## src/dpa_pkg.sv

```systemverilog
`timescale 1ns / 1ps
// ----------------------------------------------------------------------------
// dpa_pkg
// shared types and constants of the delta patch applier
// ----------------------------------------------------------------------------
package dpa_pkg;

    localparam int LEN_WIDTH = 32;

    localparam logic [63:0] MAGIC_RESET = 64'h4444_454C_5441_3430;

    localparam logic [4:0] CNT_MAGIC_END = 5'd8;
    localparam logic [4:0] CNT_SIZE_END  = 5'd16;
    localparam logic [4:0] CNT_DIFF_END  = 5'd8;
    localparam logic [4:0] CNT_EXTRA_END = 5'd16;
    localparam logic [4:0] CNT_SEEK_END  = 5'd24;

    localparam logic [7:0] CFG_OLD_BASE = 8'd0;
    localparam logic [7:0] CFG_MAGIC    = 8'd1;

    typedef enum logic [2:0] {
        PH_HEADER,
        PH_ENTRY,
        PH_DIFF,
        PH_COPY,
        PH_STOP
    } phase_t;

    typedef enum logic [2:0] {
        ST_BUSY  = 3'd0,
        ST_OK    = 3'd1,
        ST_MAGIC = 3'd2,
        ST_SIZE  = 3'd3,
        ST_LONG  = 3'd4
    } status_t;

    typedef struct packed {
        logic [7:0] old_byte;
        logic [7:0] patch_byte;
    } item_t;

    typedef struct packed {
        logic valid;
    } queue_ctl_t;

    typedef struct packed {
        logic [2:0]  status;
        logic [31:0] old_address;
        logic [7:0]  new_byte;
    } result_t;

endpackage

```

## src/dpa_front.sv

```systemverilog
`timescale 1ns / 1ps
// ----------------------------------------------------------------------------
// dpa_front
// accepts patch requests into a two-entry queue ahead of the core
// ----------------------------------------------------------------------------
module dpa_front (
    input  logic            clk,
    input  logic            rst_n,
    input  logic            in_valid,
    output logic            in_ready,
    input  dpa_pkg::item_t  in_item,
    output dpa_pkg::item_t  head_item,
    input  logic            head_pop,
    output dpa_pkg::queue_ctl_t q_ctl
);
    import dpa_pkg::*;

    item_t      mem_reg [2];
    logic       wr_ptr_reg;
    logic       wr_ptr_next;
    logic       rd_ptr_reg;
    logic       rd_ptr_next;
    logic [1:0] count_reg;
    logic [1:0] count_next;
    logic       push;
    logic       pop;

    assign in_ready   = (count_reg != 2'd2);
    assign push       = in_valid && in_ready;
    assign pop        = head_pop && (count_reg != 2'd0);
    assign head_item  = mem_reg[rd_ptr_reg];
    assign q_ctl.valid = (count_reg != 2'd0);

    always_comb
    begin
        wr_ptr_next = push ? ~wr_ptr_reg : wr_ptr_reg;
        rd_ptr_next = pop ? ~rd_ptr_reg : rd_ptr_reg;
        count_next  = count_reg;
        if (push && !pop)
        begin
            count_next = count_reg + 2'd1;
        end
        else if (pop && !push)
        begin
            count_next = count_reg - 2'd1;
        end
    end

    always_ff @(posedge clk or negedge rst_n)
    begin
        if (!rst_n)
        begin
            wr_ptr_reg <= 1'b0;
            rd_ptr_reg <= 1'b0;
            count_reg  <= 2'd0;
        end
        else
        begin
            wr_ptr_reg <= wr_ptr_next;
            rd_ptr_reg <= rd_ptr_next;
            count_reg  <= count_next;
        end
    end

    always_ff @(posedge clk)
    begin
        if (push)
        begin
            mem_reg[wr_ptr_reg] <= in_item;
        end
    end

endmodule

```

## src/dpa_core.sv

```systemverilog
`timescale 1ns / 1ps
// ----------------------------------------------------------------------------
// dpa_core
// patch parser and byte rebuilder with an output register
// ----------------------------------------------------------------------------
module dpa_core (
    input  logic                clk,
    input  logic                rst_n,
    input  dpa_pkg::queue_ctl_t q_ctl,
    input  dpa_pkg::item_t      head_item,
    output logic                head_pop,
    input  logic                cfg_valid,
    input  logic [7:0]          cfg_index,
    input  logic [63:0]         cfg_data,
    output logic                out_valid,
    input  logic                out_ready,
    output dpa_pkg::result_t    out_result,
    output logic                out_new_valid
);
    import dpa_pkg::*;

    phase_t               phase_reg, phase_next;
    status_t              status_reg, status_next;
    logic [4:0]           cnt_reg, cnt_next;
    logic [63:0]          field_reg, field_next;
    logic [LEN_WIDTH-1:0] new_size_reg, new_size_next;
    logic [LEN_WIDTH-1:0] diff_len_reg, diff_len_next;
    logic                 diff_over_reg, diff_over_next;
    logic [LEN_WIDTH-1:0] extra_len_reg, extra_len_next;
    logic                 extra_over_reg, extra_over_next;
    logic [31:0]          seek_reg, seek_next;
    logic [LEN_WIDTH-1:0] remain_reg, remain_next;
    logic [LEN_WIDTH-1:0] written_reg, written_next;
    logic [31:0]          offset_reg, offset_next;
    logic [31:0]          base_reg;
    logic [63:0]          magic_reg;
    logic                 out_valid_reg;
    result_t              out_result_reg;
    logic                 out_nv_reg;

    logic [63:0]          shifted;
    logic [4:0]           cnt_inc;
    logic [LEN_WIDTH-1:0] remain_dec;
    logic [LEN_WIDTH-1:0] written_sum;
    logic [31:0]          seek_use;
    logic [31:0]          offset_step;
    logic                 do_finish;
    logic                 advance;
    logic [7:0]           nb;
    logic                 nv;

    assign advance    = q_ctl.valid && (!out_valid_reg || out_ready);
    assign head_pop   = advance;
    assign out_valid  = out_valid_reg;
    assign out_result = out_result_reg;
    assign out_new_valid = out_nv_reg;

    assign shifted     = {field_reg[55:0], head_item.patch_byte};
    assign cnt_inc     = cnt_reg + 5'd1;
    assign remain_dec  = remain_reg - {{(LEN_WIDTH-1){1'b0}}, 1'b1};
    assign written_sum = written_reg + diff_len_reg + extra_len_reg;

    always_comb
    begin
        phase_next      = phase_reg;
        status_next     = status_reg;
        cnt_next        = cnt_reg;
        field_next      = field_reg;
        new_size_next   = new_size_reg;
        diff_len_next   = diff_len_reg;
        diff_over_next  = diff_over_reg;
        extra_len_next  = extra_len_reg;
        extra_over_next = extra_over_reg;
        seek_next       = seek_reg;
        remain_next     = remain_reg;
        written_next    = written_reg;
        offset_step     = offset_reg;
        seek_use        = seek_reg;
        do_finish       = 1'b0;
        nb              = 8'd0;
        nv              = 1'b0;

        if (status_reg == ST_BUSY)
        begin
            case (phase_reg)
                PH_HEADER:
                begin
                    field_next = shifted;
                    cnt_next   = cnt_inc;
                    if (cnt_inc == CNT_MAGIC_END)
                    begin
                        if (shifted != magic_reg)
                        begin
                            status_next = ST_MAGIC;
                            phase_next  = PH_STOP;
                        end
                        field_next = 64'd0;
                    end
                    else if (cnt_inc >= CNT_SIZE_END)
                    begin
                        if ((shifted >> LEN_WIDTH) != 64'd0)
                        begin
                            status_next = ST_LONG;
                            phase_next  = PH_STOP;
                        end
                        else
                        begin
                            new_size_next = shifted[LEN_WIDTH-1:0];
                            phase_next    = PH_ENTRY;
                            cnt_next      = 5'd0;
                            field_next    = 64'd0;
                        end
                    end
                end
                PH_ENTRY:
                begin
                    field_next = shifted;
                    cnt_next   = cnt_inc;
                    if (cnt_inc == CNT_DIFF_END)
                    begin
                        diff_len_next  = shifted[LEN_WIDTH-1:0];
                        diff_over_next = ((shifted >> LEN_WIDTH) != 64'd0);
                        field_next     = 64'd0;
                    end
                    else if (cnt_inc == CNT_EXTRA_END)
                    begin
                        extra_len_next  = shifted[LEN_WIDTH-1:0];
                        extra_over_next = ((shifted >> LEN_WIDTH) != 64'd0);
                        field_next      = 64'd0;
                    end
                    else if (cnt_inc >= CNT_SEEK_END)
                    begin
                        if ((diff_len_reg == '0) && !diff_over_reg
                            && (extra_len_reg == '0) && !extra_over_reg
                            && (shifted == 64'd0))
                        begin
                            status_next = (written_reg == new_size_reg) ? ST_OK : ST_SIZE;
                            phase_next  = PH_STOP;
                        end
                        else if (diff_over_reg || extra_over_reg)
                        begin
                            status_next = ST_LONG;
                            phase_next  = PH_STOP;
                        end
                        else
                        begin
                            seek_next  = shifted[31:0];
                            seek_use   = shifted[31:0];
                            cnt_next   = 5'd0;
                            field_next = 64'd0;
                            if (diff_len_reg != '0)
                            begin
                                phase_next  = PH_DIFF;
                                remain_next = diff_len_reg;
                            end
                            else if (extra_len_reg != '0)
                            begin
                                phase_next  = PH_COPY;
                                remain_next = extra_len_reg;
                            end
                            else
                            begin
                                do_finish = 1'b1;
                            end
                        end
                    end
                end
                PH_DIFF:
                begin
                    nb          = head_item.old_byte + head_item.patch_byte;
                    nv          = 1'b1;
                    offset_step = offset_reg + 32'd1;
                    remain_next = remain_dec;
                    if (remain_dec == '0)
                    begin
                        if (extra_len_reg != '0)
                        begin
                            phase_next  = PH_COPY;
                            remain_next = extra_len_reg;
                        end
                        else
                        begin
                            do_finish = 1'b1;
                        end
                    end
                end
                PH_COPY:
                begin
                    nb          = head_item.patch_byte;
                    nv          = 1'b1;
                    remain_next = remain_dec;
                    if (remain_dec == '0)
                    begin
                        do_finish = 1'b1;
                    end
                end
                default:
                begin
                end
            endcase
        end

        offset_next = offset_step;
        if (do_finish)
        begin
            offset_next  = offset_step + seek_use;
            written_next = written_sum;
            phase_next   = PH_ENTRY;
            cnt_next     = 5'd0;
            field_next   = 64'd0;
        end
    end

    always_ff @(posedge clk or negedge rst_n)
    begin
        if (!rst_n)
        begin
            phase_reg      <= PH_HEADER;
            status_reg     <= ST_BUSY;
            cnt_reg        <= 5'd0;
            field_reg      <= 64'd0;
            new_size_reg   <= '0;
            diff_len_reg   <= '0;
            diff_over_reg  <= 1'b0;
            extra_len_reg  <= '0;
            extra_over_reg <= 1'b0;
            seek_reg       <= 32'd0;
            remain_reg     <= '0;
            written_reg    <= '0;
            offset_reg     <= 32'd0;
            base_reg       <= 32'd0;
            magic_reg      <= MAGIC_RESET;
            out_valid_reg  <= 1'b0;
        end
        else
        begin
            if (advance)
            begin
                phase_reg      <= phase_next;
                status_reg     <= status_next;
                cnt_reg        <= cnt_next;
                field_reg      <= field_next;
                new_size_reg   <= new_size_next;
                diff_len_reg   <= diff_len_next;
                diff_over_reg  <= diff_over_next;
                extra_len_reg  <= extra_len_next;
                extra_over_reg <= extra_over_next;
                seek_reg       <= seek_next;
                remain_reg     <= remain_next;
                written_reg    <= written_next;
                offset_reg     <= offset_next;
                out_valid_reg  <= 1'b1;
            end
            else if (out_ready)
            begin
                out_valid_reg <= 1'b0;
            end
            if (cfg_valid)
            begin
                case (cfg_index)
                    CFG_OLD_BASE: base_reg  <= cfg_data[31:0];
                    CFG_MAGIC:    magic_reg <= cfg_data;
                    default:
                    begin
                    end
                endcase
            end
        end
    end

    always_ff @(posedge clk)
    begin
        if (advance)
        begin
            out_result_reg.new_byte    <= nb;
            out_result_reg.old_address <= base_reg + offset_next;
            out_result_reg.status      <= status_next;
            out_nv_reg                 <= nv;
        end
    end

endmodule

```

## src/delta_patch_applier_top.sv

```systemverilog
`timescale 1ns / 1ps
// ----------------------------------------------------------------------------
// delta_patch_applier_top
// streaming patch applier: header and entry parsing, diff add and copy
//
//   channel  dir  handshake          payload
//   s_*      in   s_tvalid/s_tready  s_tdata = patch_byte, old_byte
//   m_*      out  m_tvalid/m_tready  m_tdata = new_byte, old_address, status
//                                    m_tuser = new_valid
//   cfg_*    in   cfg_valid/cfg_ready cfg_index, cfg_data
//
// one request a cycle sustained while the output accepts; each result is
// registered at the edge that takes its request from the two-entry input queue
// the byte update is a single step of the core's parse state machine
// rst_n clears parse state, status, queue and output valid; no clearing pass
// a stalled output keeps the core idle while the queue absorbs two requests
// cfg_ready is always high
// ----------------------------------------------------------------------------
module delta_patch_applier_top (
    input  logic        clk,
    input  logic        rst_n,
    input  logic        s_tvalid,
    output logic        s_tready,
    input  logic [15:0] s_tdata,   // patch_byte, old_byte
    output logic        m_tvalid,
    input  logic        m_tready,
    output logic [47:0] m_tdata,   // new_byte, old_address, status, zero fill
    output logic [0:0]  m_tuser,   // new_valid
    input  logic        cfg_valid,
    output logic        cfg_ready,
    input  logic [7:0]  cfg_index,
    input  logic [63:0] cfg_data
);
    import dpa_pkg::*;

    item_t      in_item;
    item_t      head_item;
    logic       head_pop;
    queue_ctl_t q_ctl;
    result_t    result;
    logic       new_valid;

    assign in_item.patch_byte = s_tdata[7:0];
    assign in_item.old_byte   = s_tdata[15:8];
    assign cfg_ready          = 1'b1;

    dpa_front u_front (
        .clk       (clk),
        .rst_n     (rst_n),
        .in_valid  (s_tvalid),
        .in_ready  (s_tready),
        .in_item   (in_item),
        .head_item (head_item),
        .head_pop  (head_pop),
        .q_ctl     (q_ctl)
    );

    dpa_core u_core (
        .clk           (clk),
        .rst_n         (rst_n),
        .q_ctl         (q_ctl),
        .head_item     (head_item),
        .head_pop      (head_pop),
        .cfg_valid     (cfg_valid),
        .cfg_index     (cfg_index),
        .cfg_data      (cfg_data),
        .out_valid     (m_tvalid),
        .out_ready     (m_tready),
        .out_result    (result),
        .out_new_valid (new_valid)
    );

    assign m_tdata = {5'd0, result};
    assign m_tuser = new_valid;

endmodule

```

## config.mk

```make
export PLATFORM = sky130hd
export DESIGN_NAME = delta_patch_applier_top
export DESIGN_NICKNAME = d
export VERILOG_FILES = /design/src/dpa_pkg.sv /design/src/dpa_front.sv /design/src/dpa_core.sv /design/src/delta_patch_applier_top.sv
export SDC_FILE = /design/constraint.sdc
export NUM_CORES = 1
export LEC_CHECK = 0
export ABC_AREA = 1
export BUFFER_PORTS_ARGS = -buffer_cell sky130_fd_sc_hd__buf_2
export CORE_MARGIN = 5
export CORE_UTILIZATION = 40
export DETAILED_ROUTE_END_ITERATION = 8
export PLACE_DENSITY = 0.64
export SKIP_CTS_REPAIR_TIMING = 1
export SYNTH_ARGS = -nofsm -noshare
export SYNTH_HDL_FRONTEND = slang
export SYNTH_HIERARCHICAL = 1
export SYNTH_SLANG_ARGS = --single-unit
```

## constraint.sdc

```tcl
create_clock -name clk -period 5.56 [get_ports clk]
set_input_delay 0.834 -clock clk [delete_from_list [all_inputs] [get_ports clk]]
set_output_delay 0.834 -clock clk [all_outputs]
set_load 0.01 [all_outputs]
```

==> metrics <==
status=completed; Max Cap Viol=0; largest net degree at the start of global routing=143; hpwl dp=73.0 mm; DRT antenna net count=0; RSZ-0062 raised after global routing=true; final wirelength=97.6 mm; Final #Nets=4429; CTS clock-pin slew for the worst setup and hold paths=60 ps; final-report max-slew violation count=0; Final Instance Area=0.0369 sq mm; IO Count=145; Yosys warning count=6; Netlist Area Pre-Place=0.0292 sq mm; non-filler cells, final=5201; Clock Latency Late Sink=620 ps; Synth area leader=dfrtp_1; synth top area cells=dfrtp_1, nand2_1, edfxtp_1; fin util=50.7%; Cells after Synth=3717; critical path peak fanout=6; clock root cell=clkbuf_16; grt ovf=0; All-Layer GR Usage=23.7%; placed cell count=5058; PortBufs=138; Fin Hold WS=214 ps; Post-synth EDFFs=76; clk sinks=470; global-route wire length before repair=147 mm; CP endpoint kind=flop; WS Path Type=flop to flop; drt first pass iters=6; max FFs per register=64; DIE WIDTH=280 um; Worst setup SP type=flop; worst slew pin tran=1190 ps; most used flip-flop cell after synthesis=dfrtp_1; post-synth top area share=32.0%; slowest stage delay, CP=430 ps; CTS tree=yes; CTS Buf Count=53; Max IR drop VDD=261 uV; Final Critical Period=5340 ps; Slowest cell on crit path=dfrtp_2; Yosys reg bits=470; critical path required time=5940 ps; core area=0.0727 sq mm; drt wl/cell=18.8 um; overall die height=280 um; clk buf depth=3; Worst Path Arrival=5720 ps; # H-tree levels=2; initial antenna violation count=3; Initial Utilization=40.2%; Cell Area, Placed=0.0335 sq mm; number of global-route vias before repair=26129; DRC viols=0; DIE AREA=0.0785 sq mm; vias=27111; relative slew slack=20.7%; FFs w/ async S/R, synth=83.8%; Final Hold Vio Count=0; Setup Skew=31.7 ps; Initial DRC Count=2301; Syn Area/Cell=7.86 sq um; CP delay by family, top=compound AO/OA/AOI/OAI gates; P_leak=17.2 nW; Pwr per Cell Area=269 mW/mm^2; final setup fails=0; Cell variety after synth=56; Vias per Instance=5.21; fmax=187 MHz; GPL Wtd Cong=0.974; Area Overhead vs Synth=26.3%; Fin Setup TNS=0 ps; Seq/Total Area, Yosys=41.6%; crit share post-route=96.1%; CP bufs+invs=7; HP Class=input pin to asynchronous set/reset pin; share of cells above drive strength 1=22.6%; row count=99
final timing paths:
path | start | depth (start not counted) | end | slack, ps
max | u_front/rd_ptr_reg | 35 | u_core/out_result[34] | 220
min | rst_n | 1 | u_core/diff_len_reg[28] | 210
max reg2reg | u_front/rd_ptr_reg | 35 | u_core/out_result[34] | 220
min reg2reg | u_core/seek_reg[20] | 2 | u_core/seek_reg[20] | 480
max in group asynchronous | rst_n | 2 | u_core/base_reg[1] | 4100
min in group clk | s_tdata[10] | 1 | u_front/mem_reg[1][10] | 410
area by class of cell:
cell class / count / area, sq um
inverters: 421 / 1590
clock buffers: 70 / 1500
fillers: 6917 / 35800
multi-input cells: 2696 / 16000
repair buffers: 554 / 4060
diodes: 1 / 2.50
flip-flops and latches: 470 / 12200
well taps: 959 / 1200
clock inverters: 30 / 323
logic make-up (layout without fill, tap and decap cells):
family | count (synthesis) | after routing | share of synthesized area, %
xor gates and xnor gates | 211 | 211 | 6.38
other | 2 | 7 | 0.0257
muxes | 33 | 33 | 1.27
DFF | 470 | 470 | 41.6
buffers and inverters | 555 | 1075 | 7.52
adders and majority gates | 140 | 140 | 6.90
AOI/OAI and AO/OA | 712 | 712 | 13.4
and+or+nand+nor | 1594 | 1594 | 22.9
cells in the final DEF, fill, tap and decap left out, drive strengths merged, types with 5 or more instances in the layout:
cell,count
mux2,32
fa,35
a21oi,162
o21bai,9
nor4,10
clkinv,21
nand4,129
a31oi,8
edfxtp,76
ha,105
o21ai,413
inv,422
nand2,988
o31ai,5
or2,12
o2111ai,6
o21a,7
bufinv,5
a22oi,32
dfstp,20
buf,549
nor3,58
nand3,80
conb,6
a21o,7
o211ai,39
xor2,94
a21boi,8
nor2,312
dfrtp,374
xnor2,117
clkbuf,75
a211oi,9
where the power goes:
part	internal (mW)	total, mW	switching (mW)
Combinational	0.817	2.25	1.43
Clock	2.15	3.67	1.52
Sequential	3.85	4.01	0.154
Total	6.82	9.92	3.10
synth_stat cells, types with 12 or more instances:
cell type  number
nor2_1        296
buf_1          12
xnor2_1       117
mux2_2         32
edfxtp_1       76
nand2_1       973
xor2_1         92
a22oi_1        32
o21ai_0       331
nand4_1       129
clkbuf_1       92
buf_4          13
or2_2          12
inv_1         410
o21ai_1        82
dfrtp_1       374
nor2_2         12
o211ai_1       39
nor3_1         57
fa_1           35
a21oi_1       162
nand3_1        80
ha_1          105
buf_2          12
dfstp_2        20
metal layers:
layer	track usage, %	vias up	routed length (um)
met2	39.3	794	46400
met5	0	-	0
li1	-	13196	-
met3	3.19	187	5260
met1	32.6	12934	42500
met4	7.67	0	3500
per-stage QoR:
| step | total power, mW | worst slack (ps) |
|---|---|---|
| floorplan | 5.16 | 43.5 |
| global placement | 6.05 | -254 |
| detailed placement | 6.07 | -324 |
| CTS | 9.79 | -365 |
| global route | 10.4 | -102 |
| finish | 9.92 | 215 |
Note: power is estimated with default switching activity, not from simulation.
